$ cat src/cat_pkg.sv
// Shared types and constants for the cumulative acknowledgement tracker.
`timescale 1ns / 1ps

package cat_pkg;

  localparam int DEFAULT_WINDOW   = 64;
  localparam int DEFAULT_SEQ_BITS = 16;

  localparam int SEQ_W    = 16;
  localparam int STATUS_W = 3;

  localparam logic [SEQ_W-1:0] LAST_CHUNK_RESET = 16'd1;

  localparam logic OP_ARRIVAL = 1'b0;
  localparam logic OP_CLEAR   = 1'b1;

  typedef enum logic [STATUS_W-1:0] {
    ST_ADVANCED = 3'd0,
    ST_PENDING  = 3'd1,
    ST_OLD      = 3'd2,
    ST_DROPPED  = 3'd3,
    ST_CLEARED  = 3'd4
  } status_e;

  typedef enum logic [2:0] {
    S_INIT,
    S_IDLE,
    S_EVAL,
    S_WALK,
    S_CLEAR,
    S_DONE
  } state_e;

  typedef struct packed {
    logic [SEQ_W-1:0] acked_count;
    logic             complete;
    status_e          status;
  } res_t;

endpackage

$ cat src/cumulative_ack_tracker.sv
// Top level of the cumulative acknowledgement tracker.
`timescale 1ns / 1ps

// Tracks the highest gap-free chunk number of one transfer.
// Input channel (in_valid_i / in_ready_o) carries op_i and seq_i; op_i set
// clears the tracker for a new transfer. Every request gives exactly one
// result on the output channel (out_valid_o / out_ready_i): acked_count_o,
// complete_o and status_o. The configuration channel (cfg_valid_i /
// cfg_ready_o) writes the final chunk number and is always ready.
// Pending chunks live in a one-bit-wide RAM of WINDOW entries with a
// registered read port; chunks more than WINDOW ahead are dropped.
// One request at a time: an old, dropped or pending chunk goes from S_EVAL
// to S_DONE, and the next request is taken once its result is loaded.
// An in-order chunk also runs the catch-up walk, which absorbs pending
// chunks until a RAM read shows none, WINDOW chunks are taken or the count
// reaches its maximum. A clear sweeps the RAM, one entry a cycle.
// After reset the same sweep runs with in_ready_o low.
// A finished result waits in the output register; if the receiver stalls,
// the next request is still accepted and processed, and only its result
// waits until the register frees.

module cumulative_ack_tracker #(
  parameter int WINDOW   = cat_pkg::DEFAULT_WINDOW,
  parameter int SEQ_BITS = cat_pkg::DEFAULT_SEQ_BITS
) (
  input  logic                          clk_i,
  input  logic                          rst_ni,
  input  logic                          in_valid_i,
  output logic                          in_ready_o,
  input  logic                          op_i,
  input  logic [cat_pkg::SEQ_W-1:0]     seq_i,
  output logic                          out_valid_o,
  input  logic                          out_ready_i,
  output logic [cat_pkg::SEQ_W-1:0]     acked_count_o,
  output logic                          complete_o,
  output logic [cat_pkg::STATUS_W-1:0]  status_o,
  input  logic                          cfg_valid_i,
  output logic                          cfg_ready_o,
  input  logic [cat_pkg::SEQ_W-1:0]     last_chunk_seq_i
);

  localparam int AW = $clog2(WINDOW);

  logic [cat_pkg::SEQ_W-1:0] last_chunk_q, last_chunk_d;
  logic                      out_free;
  logic                      res_load;
  cat_pkg::res_t             res;
  logic                      ram_we;
  logic [AW-1:0]             ram_waddr;
  logic                      ram_wdata;
  logic [AW-1:0]             ram_raddr;
  logic                      ram_rdata;

  assign cfg_ready_o  = 1'b1;
  assign last_chunk_d = (cfg_valid_i && cfg_ready_o) ? last_chunk_seq_i : last_chunk_q;

  always_ff @(posedge clk_i or negedge rst_ni) begin
    if (!rst_ni) begin
      last_chunk_q <= cat_pkg::LAST_CHUNK_RESET;
    end else begin
      last_chunk_q <= last_chunk_d;
    end
  end

  cat_ctrl #(
    .WINDOW   (WINDOW),
    .SEQ_BITS (SEQ_BITS)
  ) u_ctrl (
    .clk_i            (clk_i),
    .rst_ni           (rst_ni),
    .in_valid_i       (in_valid_i),
    .in_ready_o       (in_ready_o),
    .op_i             (op_i),
    .seq_i            (seq_i),
    .last_chunk_seq_i (last_chunk_q),
    .out_free_i       (out_free),
    .res_load_o       (res_load),
    .res_o            (res),
    .ram_we_o         (ram_we),
    .ram_waddr_o      (ram_waddr),
    .ram_wdata_o      (ram_wdata),
    .ram_raddr_o      (ram_raddr),
    .ram_rdata_i      (ram_rdata)
  );

  cat_ram #(
    .WIDTH (1),
    .DEPTH (WINDOW)
  ) u_pending_ram (
    .clk_i   (clk_i),
    .we_i    (ram_we),
    .waddr_i (ram_waddr),
    .wdata_i (ram_wdata),
    .raddr_i (ram_raddr),
    .rdata_o (ram_rdata)
  );

  cat_outbuf u_outbuf (
    .clk_i         (clk_i),
    .rst_ni        (rst_ni),
    .load_i        (res_load),
    .res_i         (res),
    .free_o        (out_free),
    .out_valid_o   (out_valid_o),
    .out_ready_i   (out_ready_i),
    .acked_count_o (acked_count_o),
    .complete_o    (complete_o),
    .status_o      (status_o)
  );

endmodule

$ cat src/cat_ram.sv
// Generic simple dual-port RAM with one write port and a registered read port.
`timescale 1ns / 1ps

module cat_ram #(
  parameter int WIDTH = 1,
  parameter int DEPTH = 64
) (
  input  logic                     clk_i,
  input  logic                     we_i,
  input  logic [$clog2(DEPTH)-1:0] waddr_i,
  input  logic [WIDTH-1:0]         wdata_i,
  input  logic [$clog2(DEPTH)-1:0] raddr_i,
  output logic [WIDTH-1:0]         rdata_o
);

  logic [WIDTH-1:0] mem_q [DEPTH];
  logic [WIDTH-1:0] rdata_q;

  always_ff @(posedge clk_i) begin
    if (we_i) begin
      mem_q[waddr_i] <= wdata_i;
    end
    rdata_q <= mem_q[raddr_i];
  end

  assign rdata_o = rdata_q;

endmodule

$ cat src/cat_ctrl.sv
// Sequencer: classifies each request, updates the pending bitmap and walks it.
`timescale 1ns / 1ps

module cat_ctrl #(
  parameter int WINDOW   = cat_pkg::DEFAULT_WINDOW,
  parameter int SEQ_BITS = cat_pkg::DEFAULT_SEQ_BITS
) (
  input  logic                        clk_i,
  input  logic                        rst_ni,
  input  logic                        in_valid_i,
  output logic                        in_ready_o,
  input  logic                        op_i,
  input  logic [cat_pkg::SEQ_W-1:0]   seq_i,
  input  logic [cat_pkg::SEQ_W-1:0]   last_chunk_seq_i,
  input  logic                        out_free_i,
  output logic                        res_load_o,
  output cat_pkg::res_t               res_o,
  output logic                        ram_we_o,
  output logic [$clog2(WINDOW)-1:0]   ram_waddr_o,
  output logic                        ram_wdata_o,
  output logic [$clog2(WINDOW)-1:0]   ram_raddr_o,
  input  logic                        ram_rdata_i
);

  localparam int AW  = $clog2(WINDOW);
  localparam int WCW = $clog2(WINDOW + 1);
  localparam logic [AW-1:0]  SLOT_LAST = AW'(WINDOW - 1);
  localparam logic [AW:0]    WIN_SUM   = (AW + 1)'(WINDOW);
  localparam logic [WCW-1:0] WALK_MAX  = WCW'(WINDOW);

  cat_pkg::state_e  state_q, state_d;
  cat_pkg::status_e status_q, status_d;
  logic                op_q, op_d;
  logic [SEQ_BITS-1:0] seq_q, seq_d;
  logic [SEQ_BITS-1:0] acked_q, acked_d;
  logic [AW-1:0]       slot_q, slot_d;
  logic [WCW-1:0]      walked_q, walked_d;
  logic [AW-1:0]       sweep_q, sweep_d;

  logic [SEQ_BITS:0]   acked_p1;
  logic [SEQ_BITS:0]   seq_wide;
  logic [SEQ_BITS-1:0] diff;
  logic [AW:0]         pend_sum;
  logic [AW-1:0]       pend_slot;
  logic [AW-1:0]       slot_n1;
  logic [AW-1:0]       slot_n2;
  logic                is_next;
  logic                is_ahead;
  logic                in_window;
  logic                sweep_end;
  logic                walk_take;
  logic                walk_last;

  function automatic logic [AW-1:0] inc_slot(input logic [AW-1:0] s);
    return (s == SLOT_LAST) ? '0 : AW'(s + 1'b1);
  endfunction

  // The acked count's slot is tracked alongside the count, so a chunk's slot
  // follows from its distance ahead with one compare and subtract.
  assign acked_p1  = {1'b0, acked_q} + 1'b1;
  assign seq_wide  = {1'b0, seq_q};
  assign is_next   = (seq_wide == acked_p1);
  assign is_ahead  = (seq_wide > acked_p1);
  assign diff      = seq_q - acked_q;
  assign in_window = (33'(diff) <= 33'(WINDOW));
  assign pend_sum  = {1'b0, slot_q} + (AW + 1)'(diff);
  assign pend_slot = (pend_sum >= WIN_SUM) ? AW'(pend_sum - WIN_SUM) : AW'(pend_sum);
  assign slot_n1   = inc_slot(slot_q);
  assign slot_n2   = inc_slot(slot_n1);
  assign sweep_end = (sweep_q == SLOT_LAST);
  assign walk_take = ram_rdata_i && (walked_q != WALK_MAX);
  assign walk_last = &acked_p1[SEQ_BITS-1:0];

  always_comb begin
    state_d = state_q;
    case (state_q)
      cat_pkg::S_INIT: begin
        if (sweep_end) begin
          state_d = cat_pkg::S_IDLE;
        end
      end
      cat_pkg::S_IDLE: begin
        if (in_valid_i) begin
          state_d = cat_pkg::S_EVAL;
        end
      end
      cat_pkg::S_EVAL: begin
        if (op_q == cat_pkg::OP_CLEAR) begin
          state_d = cat_pkg::S_CLEAR;
        end else if (is_next && !(&seq_q)) begin
          state_d = cat_pkg::S_WALK;
        end else begin
          state_d = cat_pkg::S_DONE;
        end
      end
      cat_pkg::S_WALK: begin
        if (!walk_take || walk_last) begin
          state_d = cat_pkg::S_DONE;
        end
      end
      cat_pkg::S_CLEAR: begin
        if (sweep_end) begin
          state_d = cat_pkg::S_DONE;
        end
      end
      cat_pkg::S_DONE: begin
        if (out_free_i) begin
          state_d = cat_pkg::S_IDLE;
        end
      end
      default: begin
        state_d = cat_pkg::S_INIT;
      end
    endcase
  end

  always_comb begin
    op_d        = op_q;
    seq_d       = seq_q;
    acked_d     = acked_q;
    slot_d      = slot_q;
    walked_d    = walked_q;
    sweep_d     = sweep_q;
    status_d    = status_q;
    in_ready_o  = 1'b0;
    res_load_o  = 1'b0;
    ram_we_o    = 1'b0;
    ram_waddr_o = slot_n1;
    ram_wdata_o = 1'b0;
    ram_raddr_o = slot_n2;
    case (state_q)
      cat_pkg::S_INIT, cat_pkg::S_CLEAR: begin
        ram_we_o    = 1'b1;
        ram_waddr_o = sweep_q;
        sweep_d     = sweep_end ? '0 : AW'(sweep_q + 1'b1);
      end
      cat_pkg::S_IDLE: begin
        in_ready_o = 1'b1;
        if (in_valid_i) begin
          op_d  = op_i;
          seq_d = SEQ_BITS'(seq_i);
        end
      end
      cat_pkg::S_EVAL: begin
        if (op_q == cat_pkg::OP_CLEAR) begin
          acked_d  = '0;
          slot_d   = '0;
          sweep_d  = '0;
          status_d = cat_pkg::ST_CLEARED;
        end else if (is_next) begin
          acked_d  = seq_q;
          slot_d   = slot_n1;
          walked_d = '0;
          ram_we_o = 1'b1;
          status_d = cat_pkg::ST_ADVANCED;
        end else if (is_ahead && in_window) begin
          ram_we_o    = 1'b1;
          ram_waddr_o = pend_slot;
          ram_wdata_o = 1'b1;
          status_d    = cat_pkg::ST_PENDING;
        end else if (is_ahead) begin
          status_d = cat_pkg::ST_DROPPED;
        end else begin
          status_d = cat_pkg::ST_OLD;
        end
      end
      cat_pkg::S_WALK: begin
        // The read data is the pending bit of the chunk after the count.
        if (walk_take) begin
          ram_we_o = 1'b1;
          acked_d  = acked_p1[SEQ_BITS-1:0];
          slot_d   = slot_n1;
          walked_d = WCW'(walked_q + 1'b1);
        end
      end
      cat_pkg::S_DONE: begin
        res_load_o = out_free_i;
      end
      default: begin
        ram_we_o = 1'b0;
      end
    endcase
  end

  assign res_o.acked_count = cat_pkg::SEQ_W'(acked_q);
  assign res_o.complete    = (cat_pkg::SEQ_W'(acked_q) == last_chunk_seq_i);
  assign res_o.status      = status_q;

  always_ff @(posedge clk_i or negedge rst_ni) begin
    if (!rst_ni) begin
      state_q  <= cat_pkg::S_INIT;
      acked_q  <= '0;
      slot_q   <= '0;
      walked_q <= '0;
      sweep_q  <= '0;
      status_q <= cat_pkg::ST_OLD;
    end else begin
      state_q  <= state_d;
      acked_q  <= acked_d;
      slot_q   <= slot_d;
      walked_q <= walked_d;
      sweep_q  <= sweep_d;
      status_q <= status_d;
    end
  end

  always_ff @(posedge clk_i) begin
    op_q  <= op_d;
    seq_q <= seq_d;
  end

endmodule

$ cat src/cat_outbuf.sv
// Output register holding one finished result until the receiver takes it.
`timescale 1ns / 1ps

module cat_outbuf (
  input  logic                          clk_i,
  input  logic                          rst_ni,
  input  logic                          load_i,
  input  cat_pkg::res_t                 res_i,
  output logic                          free_o,
  output logic                          out_valid_o,
  input  logic                          out_ready_i,
  output logic [cat_pkg::SEQ_W-1:0]     acked_count_o,
  output logic                          complete_o,
  output logic [cat_pkg::STATUS_W-1:0]  status_o
);

  logic          valid_q, valid_d;
  cat_pkg::res_t res_q;

  assign free_o = !valid_q || out_ready_i;

  always_comb begin
    valid_d = valid_q;
    if (load_i) begin
      valid_d = 1'b1;
    end else if (out_ready_i) begin
      valid_d = 1'b0;
    end
  end

  always_ff @(posedge clk_i or negedge rst_ni) begin
    if (!rst_ni) begin
      valid_q <= 1'b0;
    end else begin
      valid_q <= valid_d;
    end
  end

  always_ff @(posedge clk_i) begin
    if (load_i) begin
      res_q <= res_i;
    end
  end

  assign out_valid_o   = valid_q;
  assign acked_count_o = res_q.acked_count;
  assign complete_o    = res_q.complete;
  assign status_o      = res_q.status;

endmodule

$ cat config.mk
export PLATFORM = sky130hd
export DESIGN_NAME = cumulative_ack_tracker
export DESIGN_NICKNAME = d
export VERILOG_FILES = /design/src/cat_pkg.sv /design/src/cumulative_ack_tracker.sv /design/src/cat_ram.sv /design/src/cat_ctrl.sv /design/src/cat_outbuf.sv
export SDC_FILE = /design/constraint.sdc
export NUM_CORES = 1
export LEC_CHECK = 0
export BUFFER_PORTS_ARGS = -buffer_cell sky130_fd_sc_hd__buf_2
export CAP_MARGIN = 20
export CELL_PAD_IN_SITES_DETAIL_PLACEMENT = 1
export CELL_PAD_IN_SITES_GLOBAL_PLACEMENT = 1
export CORE_MARGIN = 4
export CORE_UTILIZATION = 40
export DETAILED_ROUTE_END_ITERATION = 10
export PLACE_DENSITY = 0.73
export SLEW_MARGIN = 20
export SYNTH_ARGS = -nofsm -noshare
export SYNTH_HDL_FRONTEND = slang
export SYNTH_SLANG_ARGS = --single-unit
$ cat constraint.sdc
create_clock -name clk_i -period 8.5 [get_ports clk_i]
set_clock_uncertainty 0.1 [all_clocks]
set_input_delay 0.85 -clock clk_i [delete_from_list [all_inputs] [get_ports clk_i]]
set_output_delay 0.85 -clock clk_i [all_outputs]
set_load 0.05 [all_outputs]
; ---- Word-level counts from Yosys, hierarchy flattened
; Memory sizes are Yosys's and may differ from the RTL's. A register that Yosys moved wholly into a read port is not among the register bits.
; Index checks and enable logic that the tools add are counted.
[word_totals]
reg_bits = 95
mem_bits_rw = 64
output_inout_bits = 23
word_cells = 114
memories = 1
[memory_table]
columns = name, words, width, read_ports, rd_ports_with_merged_regs, wr, line
row1 = u_pending_ram.mem_q, 64, 1, 1, 1, 1, cat_ram.sv:16  ; logic [WIDTH-1:0] mem_q [DEPTH];
[op_classes]
addsub = 8
magnitude_cmp = 3
n_eq_ne = 21
muxes = 48
n_reduce_logical = 20
[ops]
columns = operator, count
row1 = 6-bit two-way mux, 11
row2 = 16-bit two-way mux, 3
row3 = 6-bit one-hot mux with 2 select lines, 3
row4 = 16-bit one-hot mux with 2 select lines, 1
row5 = 16-bit AND reduction, 2
row6 = 3-bit two-way mux, 10
row7 = 7-bit two-way mux, 3
row8 = 6-bit by 1-bit adder with 6-bit output (second input constant), 3
row9 = 6-bit equality test (second input constant), 3
row10 = 3-bit one-hot mux with 6 select lines, 1
row11 = 16-bit by 1-bit adder with 17-bit output (second input constant), 1
row12 = 16-bit by 17-bit equality test with 1-bit output, 1
row13 = 16-bit by 17-bit > comparator with 1-bit output, 1
row14 = 16-bit equality test, 1
row15 = 16-bit by 7-bit <= comparator with 1-bit output (second input constant), 1
row16 = 16-bit subtractor, 1
row17 = 1-bit two-way mux, 14
row18 = 2-bit by 1-bit != test with 1-bit output (second input constant), 7
row19 = 7-bit one-hot mux with 2 select lines, 1
row20 = 6-bit by 7-bit adder with 7-bit output, 1
row21 = 7-bit by 1-bit adder with 7-bit output (second input constant), 1
row22 = 7-bit >= comparator (second input constant), 1
row23 = 7-bit != test (second input constant), 1
row24 = 3-bit by 2-bit equality test with 1-bit output (second input constant), 2
row25 = 16 further kinds, 26

; ---- Depth between registers and ports, before layout
; Gate-level depths: netlist (run 1).
[logic_depth]
word_depth = 9
ltp_mapped = 21
ltp_nobuf = 18

; ---- By module
; From an unflattened synthesis (run 1), not the netlist that was laid out.
[hier_totals]
cells_unflattened = 860
area_unflattened_um2 = 9208.8
[modules_own_cells]
columns = module, instances, cells_per_inst, area_each_um2, seq_area_each_um2
row1 = cat_ctrl, 1, 597, 4984.8, 1537.7
row2 = cat_ram, 1, 204, 2914.0, 1941.9
row3 = cumulative_ack_tracker, 1, 36, 661.9, 401.6
row4 = cat_outbuf, 1, 23, 648.1, 625.6

; ---- Least setup slack after synthesis (run 1)
; No wires, ideal clock.
[synth_timing]
path_kind = flip-flop to flip-flop
start = register u_ctrl.acked_q[1]
end = memory u_pending_ram.mem_q[6], enable pin
setup_time_ns = 0.296
t_arrival_ns = 5.153
t_required_ns = 8.104
path_slack_ns = 2.951
stages_incl_launch_ff = 20
n_path_buf = 1
path_cell_list = dfrtp_1 -> ha_1 -> nand4_1 -> nor3_1 -> and3_1 -> nand3_1 -> xnor2_1 -> ha_1 -> nand2_1 -> nor2_1 -> nand4_4 -> nand4_1 -> and4bb_1 -> nand4b_1 -> nor4b_4 -> or3_1 -> nand3_2 -> or3_1 -> buf_4 -> nor2_2
[synth_between]
elab_chain_cells = 9
[synth_rtl]
columns = item, line
row1 = "start, declared", cat_ctrl.sv:35  ; logic [SEQ_BITS-1:0] acked_q, acked_d;
row2 = "start signal, assigned", cat_ctrl.sv:199  ; acked_q <= acked_d;
row3 = "parallel branches: the longest is 9 deep, another holds 16-bit subtractor", --
row4 = "end, declared", cat_ram.sv:16
; Several ways; the timed one is not identified.

; ---- Worst setup path after layout (run 1)
[layout_timing]
start = register u_ctrl.acked_q[1]
end = memory u_pending_ram.mem_q[47], enable pin
; Same word-level chain as after synthesis.

==> results of run 1 <==
[logic make-up after synthesis]
logic type | share of synthesized area
and+or+nand+nor | 0.189
AOI/OAI and AO/OA | 0.127
DFF | 0.474
buffers and inverters | 0.0325
xor gates and xnor gates | 0.0469
adders and majority gates | 0.0608
muxes | 0.0698
other | 0.000394
[per-layer routing]
metal / GRT usage / up-vias / part of all wire
met5: 0 / - / 0
li1: - / 3401 / -
met4: 0.0569 / 0 / 0.016
met2: 0.333 / 167 / 0.47
met3: 0.0383 / 36 / 0.046
met1: 0.287 / 3681 / 0.47
[stage by stage]
| step | std cells | util |
|---|---|---|
| after floorplan | 893 | - |
| after global placement | 1241 | 0.431 |
| after detailed placement | 1241 | 0.431 |
| after CTS | 1273 | 0.457 |
| after global routing | 1273 | 0.457 |
| final | 1273 | 0.457 |
[worst max-delay path: cells and delay by family (launching register included)]
kind,cells,cell delay (ns)
flip-flops,1,0.55
AND/OR/NAND/NOR,10,2.48
buffers and inverters,2,0.52
XOR/XNOR,1,0.26
adder cells (fa/ha/maj),2,0.59
AO/OA/AOI/OAI,4,1.13
[sequential cells by signal, summed over array words and instances (netlist names), 6 cells and up]
register and cells:
u_outbuf.acked_count_o 16, u_ctrl.acked_q 16, u_ctrl.seq_q 16, u_ctrl.walked_q 7
u_ctrl.sweep_q 6, u_ctrl.slot_q 6, last_chunk_q 16, u_pending_ram.mem_q 64
[worst paths after layout]
| kind | start | endpoint | slack (ns) |
|---|---|---|---|
| max | u_ctrl.acked_q[1]$_DFFE_PN0P_ | u_pending_ram.mem_q[47]$_DFFE_PP_ | 2.56 |
| min | u_ctrl.status_q[2]$_DFFE_PN0P_ | u_outbuf.status_o[2]$_DFFE_PP_ | 0.37 |
| max reg2reg | u_ctrl.acked_q[1]$_DFFE_PN0P_ | u_pending_ram.mem_q[47]$_DFFE_PP_ | 2.56 |
| min reg2reg | u_ctrl.status_q[2]$_DFFE_PN0P_ | u_outbuf.status_o[2]$_DFFE_PP_ | 0.37 |
| max in group asynchronous | rst_ni | u_ctrl.slot_q[3]$_DFFE_PN0P_ | 7.27 |
| min in group asynchronous | rst_ni | last_chunk_q[3]$_DFFE_PN0P_ | 0.48 |
[power breakdown]
| group | total, mW | switching, mW | internal [mW] |
|---|---|---|---|
| Clock | 0.810 | 0.364 | 0.446 |
| Sequential | 1.18 | 0.193 | 0.982 |
| Combinational | 1.96 | 1.25 | 0.710 |
[layout make-up]
cell class	count	area, sq um
inverter	34	128
sequential	160	4510
fill	2613	12700
clock buffer	18	429
clock inverter	14	170
tap	319	399
timing repair buffer	68	363
multi-input combinational	660	4700
[cell usage in the layout (no fill, tap or decap), types with 18 or more instances in the layout]
master and instances:
nand3_1 26, a21oi_1 36, edfxtp_1 101, a31oi_1 18, ha_1 43, nor3_1 27, dfrtp_1 56, inv_1 34
nand2_1 73, buf_2 59, nor2_1 87, o21ai_0 60, xnor2_1 44
==> summary.md, run 1 <==
| Metric | Value |
|---|---|
| Total of buffers placed on input and output ports | 59 |
| Highest Clock Rate | between 150 and 200 MHz |
| CTS hold repair buffers | 0 |
| Max-cap violations | 0 |
| Pwr/cell area | between 300 and 400 nW/um^2 |
| Nature of the critical path startpoint | flip-flop |
| Worst hold path type | flip-flop to flip-flop |
| Worst-Margin Slew | between 1 and 1.5 ns |
| CP cell instances | ha_1 > nand4_1 > nor3_1 > and3_1 > nand3_1 > xnor2_1 > ha_1 > a21o_1 > a211o_1 > a2111oi_0 > buf_4 > and4bb_1 > nand4b_1 > nor4b_4 > buf_4 > or3_1 > nand3_2 > o211ai_2 > nor4b_2 |
| Critical path type | flip-flop to flip-flop |
| Unique cell type count in the Yosys netlist | 80 |
| Number of flops mapped to enable cells by yosys | between 100 and 150 |
| Diode insertion count for antenna repair | 0 |
| Share of the synthesized area in the top cell type | 0.319 |
| Y dimension of the die | 162 um |
| Overflow left after global routing | 0 |
| Violation count after the first detailed-route iteration | around 560 |
| Clock transition at path regs | roughly 0.07 ns |
| PostCTS Resize Cnt | 0 |
| Number of remaining DRC errors | 0 |
| Commonest cells in the netlist | 101 x edfxtp_1, 87 x nor2_1, 74 x nand2_1, 60 x o21ai_0, 56 x dfrtp_1 |
| Overall track demand over capacity in global routing | 0.206 |
| Synth-to-layout area growth | 12.4% |
| Worst slack after detailed placement | 2.61 ns |
| Final GP Congestion | between 0.8 and 0.9 |
| Pin count of the biggest net entering global routing | between 60 and 70 |
| Fin crit period | roughly 5.9 ns |
| Total clock buffers created by CTS | 17 |
| Total iterations of the first detailed-routing run | 5 |
| Worst path required time | around 8.5 ns |
| Number of clock sinks | 160 |
| Critical Path End Type | flip-flop |
| Run status | finished clean |
| Synth Register Bits | between 150 and 200 |
| Slew margin rel. | 0.310 |
| Core Area | approximately 23000 sq um |
| Total nets after synthesis | ~980 |
| Biggest area consumer among synthesized cells | edfxtp_1 |
| Horiz. Die Dim | 162 um |
| Setup Total Neg Slack | 0 ns |
| Fraction of registers with async set or reset after synthesis | 0.363 |
| Post-CTS setup repair buffer count | 0 |
| Final clock period utilization by the worst path | 0.699 |
| Via count normalized by instance count | ~5.7 |
| Fraction of layout instances using a drive strength above 1 | 0.184 |
| Cell Area, Placed | a little over 10000 sq um |
| Warnings, synthesis | 0 |
| Final Instance Area | ~11000 sq um |
| Synth area leaders | edfxtp_1 32%, dfrtp_1 15%, ha_1 5.7% |
| Cells after Synth | 893 |
| Post-Route Hold Slack | about 0.37 ns |
| Mapped Area | between 9000 and 10000 sq um |
| Critical Path Slowest Stage Cell | dfrtp_1 |
| Arrival time of data at the critical path endpoint | 5.97 ns |
| Full die area | 26300 sq um |
| Total design power | 3.94 mW |
| Pleak | around 3.8 nW |
| CTS tree | done |
| VDD IR max | between 0.1 and 0.15 mV |
| Most common cell in the netlist | edfxtp_1 |
| Number of antenna violations at the first check in global routing | 0 |
| Total detailed-routing wirelength | between 20000 and 30000 um |
| Maximum level of the CTS H-tree | 4 |
| Max incr delay on CP | 0.55 ns |
| Initial Utilization | 0.407 |
| Share of the yosys chip area belonging to registers | 0.474 |
| Clock root cell | clkbuf_16 |
| Global-route wire length before repair | around 43000 um |
| Number of placed I/O pins | 61 |
| Number of buffers on the longest clock path | 2 |
| Routed via count | 7285 |
| Setup repair after global routing missed its margin | no |
| Hold Vio Cnt, Final | 0 |
| Avg WL per Cell | between 20 and 25 um |
| Reg2reg path depth | 19 |
| Number of nets with antenna violations after detailed routing | 0 |
| CP max FO | 68 |
| Max-slew violations | 0 |
| Hold path depth | 0 |
| Mean Syn Cell Area | about 11 sq um |
| Clock insertion delay at the later pin of the skew report | 0.44 ns |
| Dpl hpwl | 19000 um |
| Via count of the first global-routing pass | 7577 |
| Total Nets Final | 1024 |
| Prevailing post-synth register cell | edfxtp_1 |
| Final setup violating endpoints | 0 |
| Core Rows | 56 |
| Fin worst setup slack | roughly 2.6 ns |
Power figures use the tool's default switching activity.
==> run 2: changes to the inputs <==
- PLACE_DENSITY: 0.73 -> 0.75
- clock period: 8.5 -> 5.12 ns (I/O delays scaled with it)
==> summary.md, run 2 (synthesis gave the netlist of run 1 again) <==
| Metric | Value |
|---|---|
| Hold Vio Cnt, Final | 0 (unchanged) |
| CP max FO | 6 (-91%) |
| Diode insertion count for antenna repair | 0 (unchanged) |
| FILL cells | 2601 (-0.46%) |
| Worst slack after detailed placement | 0.144 ns (-2.47 ns) |
| Critical path type | flip-flop to flip-flop |
| Combinational share of power | 0.526 (+0.029) |
| Synth-to-layout area growth | 15.3% |
| Slew margin rel. | 0.403 (+0.0926) |
| Register with the highest flop count | u_pending_ram.mem_q |
| Number of antenna violations at the first check in global routing | 0 (unchanged) |
| Full die area | 26300 sq um (unchanged) |
| Total of buffers placed on input and output ports | 59 (unchanged) |
| Overflow left after global routing | 0 (unchanged) |
| Critical register-to-register path endpoint | u_pending_ram.mem_q[23]$_DFFE_PP_ |
| Avg WL per Cell | 21.2 um (+1.4%) |
| Dpl hpwl | 20200 um (+6.5%) |
| Violation count after the first detailed-route iteration | 489 (-13%) |
| Commonest non-fill, non-tap cells in the layout | 101 x edfxtp_1, 76 x nor2_1, 73 x nand2_1 |
| Total iterations of the first detailed-routing run | 4 (-1) |
| Total detailed-routing wirelength | 27400 um (+3.0%) |
| Run status | finished clean |
| Setup Total Neg Slack | 0 ns (unchanged) |
| Maximum level of the CTS H-tree | 4 (unchanged) |
| Final Instance Area | 11000 sq um (+2.5%) |
| Fin crit period | 4.86 ns (-1.08 ns) |
| Reg-to-reg slack, setup | 0.26 ns (-2.30 ns) |
| Final setup violating endpoints | 0 (unchanged) |
| Clock transition at path regs | 0.07 ns (about the same) |
| Max-slew violations | 0 (unchanged) |
| Pleak | 3.94 nW (+3.3%) |
| Via count normalized by instance count | 5.66 (-1.1%) |
| Routed via count | 7321 (+0.49%) |
| Max-cap violations | 0 (unchanged) |
| Internal power consumption | 3.55 mW (+66%) |
| Arrival time of data at the critical path endpoint | 4.89 ns (-1.08 ns) |
| Placed cell count | 1260 (+1.5%) |
| Pin count of the biggest net entering global routing | 65 (-5.8%) |
| Sw Pwr | 3.06 mW (+70%) |
| Worst path required time | 5.15 ns (-3.38 ns) |
| Number of flip-flops under the largest register name | 64 (unchanged) |
| Core Rows | 56 (unchanged) |
| Final clock period utilization by the worst path | 0.949 (+0.250) |
| Clock network power share | 0.185 (-0.020) |
| Global-route wire length before repair | 43500 um (+1.9%) |
| Horiz. Die Dim | 162 um (unchanged) |
| Number of clock sinks | 160 (unchanged) |
| Via count of the first global-routing pass | 7784 (+2.7%) |
| Number of remaining DRC errors | 0 (unchanged) |
| Critical Path End Type | flip-flop |
| Post-Route Hold Slack | 0.00916 ns (-0.360 ns) |
| Worst hold path type | primary input to asynchronous set/reset pin |
| Cell Area, Placed | 10400 sq um (+2.6%) |
| CTS tree | done |
| Y dimension of the die | 162 um (unchanged) |
| Sequential share of power | 0.288 (-0.010) |
| Overall track demand over capacity in global routing | 0.211 (+0.00431) |
| Highest Clock Rate | 206 MHz (+22%) |
| VDD IR max | 0.289 mV (+110%) |
| Final GP Congestion | 0.901 (+4.3%) |
| Total Nets Final | 1045 (+2.1%) |
| Total clock buffers created by CTS | 17 (unchanged) |
| Number of buffers on the longest clock path | 2 (unchanged) |
| Reg2reg path depth | 18 (-1) |
| Number of nets with antenna violations after detailed routing | 0 (unchanged) |
| Number of placed I/O pins | 61 (unchanged) |
| Fin worst setup slack | 0.260 ns (-2.30 ns) |
| Switching power as a share of total power | 0.463 (+0.00504) |
| Core Area | 23400 sq um (unchanged) |
| Fraction of layout instances using a drive strength above 1 | 0.238 (+0.0535) |
| Most common cell after layout, fill and taps aside | edfxtp_1 |
| Worst-Margin Slew | 0.895 ns (-0.129 ns) |
| Finished Layout Cells | 1294 (+1.6%) |
| Initial Utilization | 0.407 (unchanged) |
| Clock root cell | clkbuf_16 |
| CTS hold repair buffers | 0 (unchanged) |
| Pwr/cell area | 603 nW/um^2 (+64%) |
| Beginning of the worst register-to-register path | u_ctrl.acked_q[1]$_DFFE_PN0P_ |
| Clock insertion delay at the later pin of the skew report | 0.44 ns (about the same) |
| Nature of the critical path startpoint | flip-flop |
run 2: worst max-delay path, stage by stage, from the launching register on:
cell and delay [ns]:
dfrtp_2 0.39, ha_4 0.15, nand4_1 0.22, nor3_2 0.21, and3_4 0.25, nand3_2 0.10, xnor2_2 0.23, ha_1 0.29
a21o_1 0.16, a211o_1 0.29, a2111oi_1 0.37, buf_4 0.21, and4bb_1 0.19, nand4b_1 0.18, nor4b_4 0.10, or3_1 0.40
a21o_1 0.31, nand2b_4 0.24, nor2_1 0.18
run 2: what timing repair did:
action | in CTS | in global routing
buffers inserted | 0 | 2
endpoints found under the setup margin | 0 | 55
hold endpoints to repair | 0 | 0
resized for setup | 0 | 13
run 2: worst max-delay path by stage:
| stage | startpoint | endpoint | cells past startpoint |
|---|---|---|---|
| floorplan | u_ctrl.acked_q[1]$_DFFE_PN0P_ | u_pending_ram.mem_q[4]$_DFFE_PP_ | 19 |
| global placement | u_ctrl.acked_q[1]$_DFFE_PN0P_ | u_pending_ram.mem_q[23]$_DFFE_PP_ | 18 |
| detailed placement | u_ctrl.acked_q[3]$_DFFE_PN0P_ | u_pending_ram.mem_q[23]$_DFFE_PP_ | 17 |
| CTS | u_ctrl.acked_q[3]$_DFFE_PN0P_ | u_pending_ram.mem_q[23]$_DFFE_PP_ | 17 |
| global route | u_ctrl.acked_q[1]$_DFFE_PN0P_ | u_pending_ram.mem_q[23]$_DFFE_PP_ | 18 |
| finish | u_ctrl.acked_q[1]$_DFFE_PN0P_ | u_pending_ram.mem_q[23]$_DFFE_PP_ | 18 |
run 2: metrics by stage:
stage	util	power, mW
global route	0.469	7.05
floorplan	-	4.33
CTS	0.466	6.61
finish	0.469	6.62
global placement	0.443	5.26
detailed placement	0.443	5.36
run 2: per-layer routing:
metal | track usage | wire length (um) | share of wire | up-vias
met5 | 0 | 0 | 0 | -
met4 | 0.0650 | 512 | 0.019 | 0
met3 | 0.0327 | 1110 | 0.040 | 40
met2 | 0.348 | 13100 | 0.48 | 172
met1 | 0.288 | 12600 | 0.46 | 3662
li1 | - | - | - | 3447
run 2: final cells by class:
cell class / count / area, sq um / share of cell area
flip-flops and latches: 160 / 4520 / 0.412
well taps: 319 / 399 / 0.0364
multi-input cells: 660 / 4850 / 0.442
clock inverters: 15 / 126 / 0.0115
inverters: 34 / 128 / 0.0116
clock buffers: 17 / 425 / 0.0388
repair buffers: 89 / 520 / 0.0475
run 2: power groups by stage:
stage	clock [mW]	sequential, mW	combinational [mW]
after CTS	1.25	1.90	3.46
after global routing	1.30	1.94	3.81
final	1.23	1.91	3.48
after global placement	0	1.91	3.35
after floorplan	0	1.94	2.39
after detailed placement	0	1.93	3.43
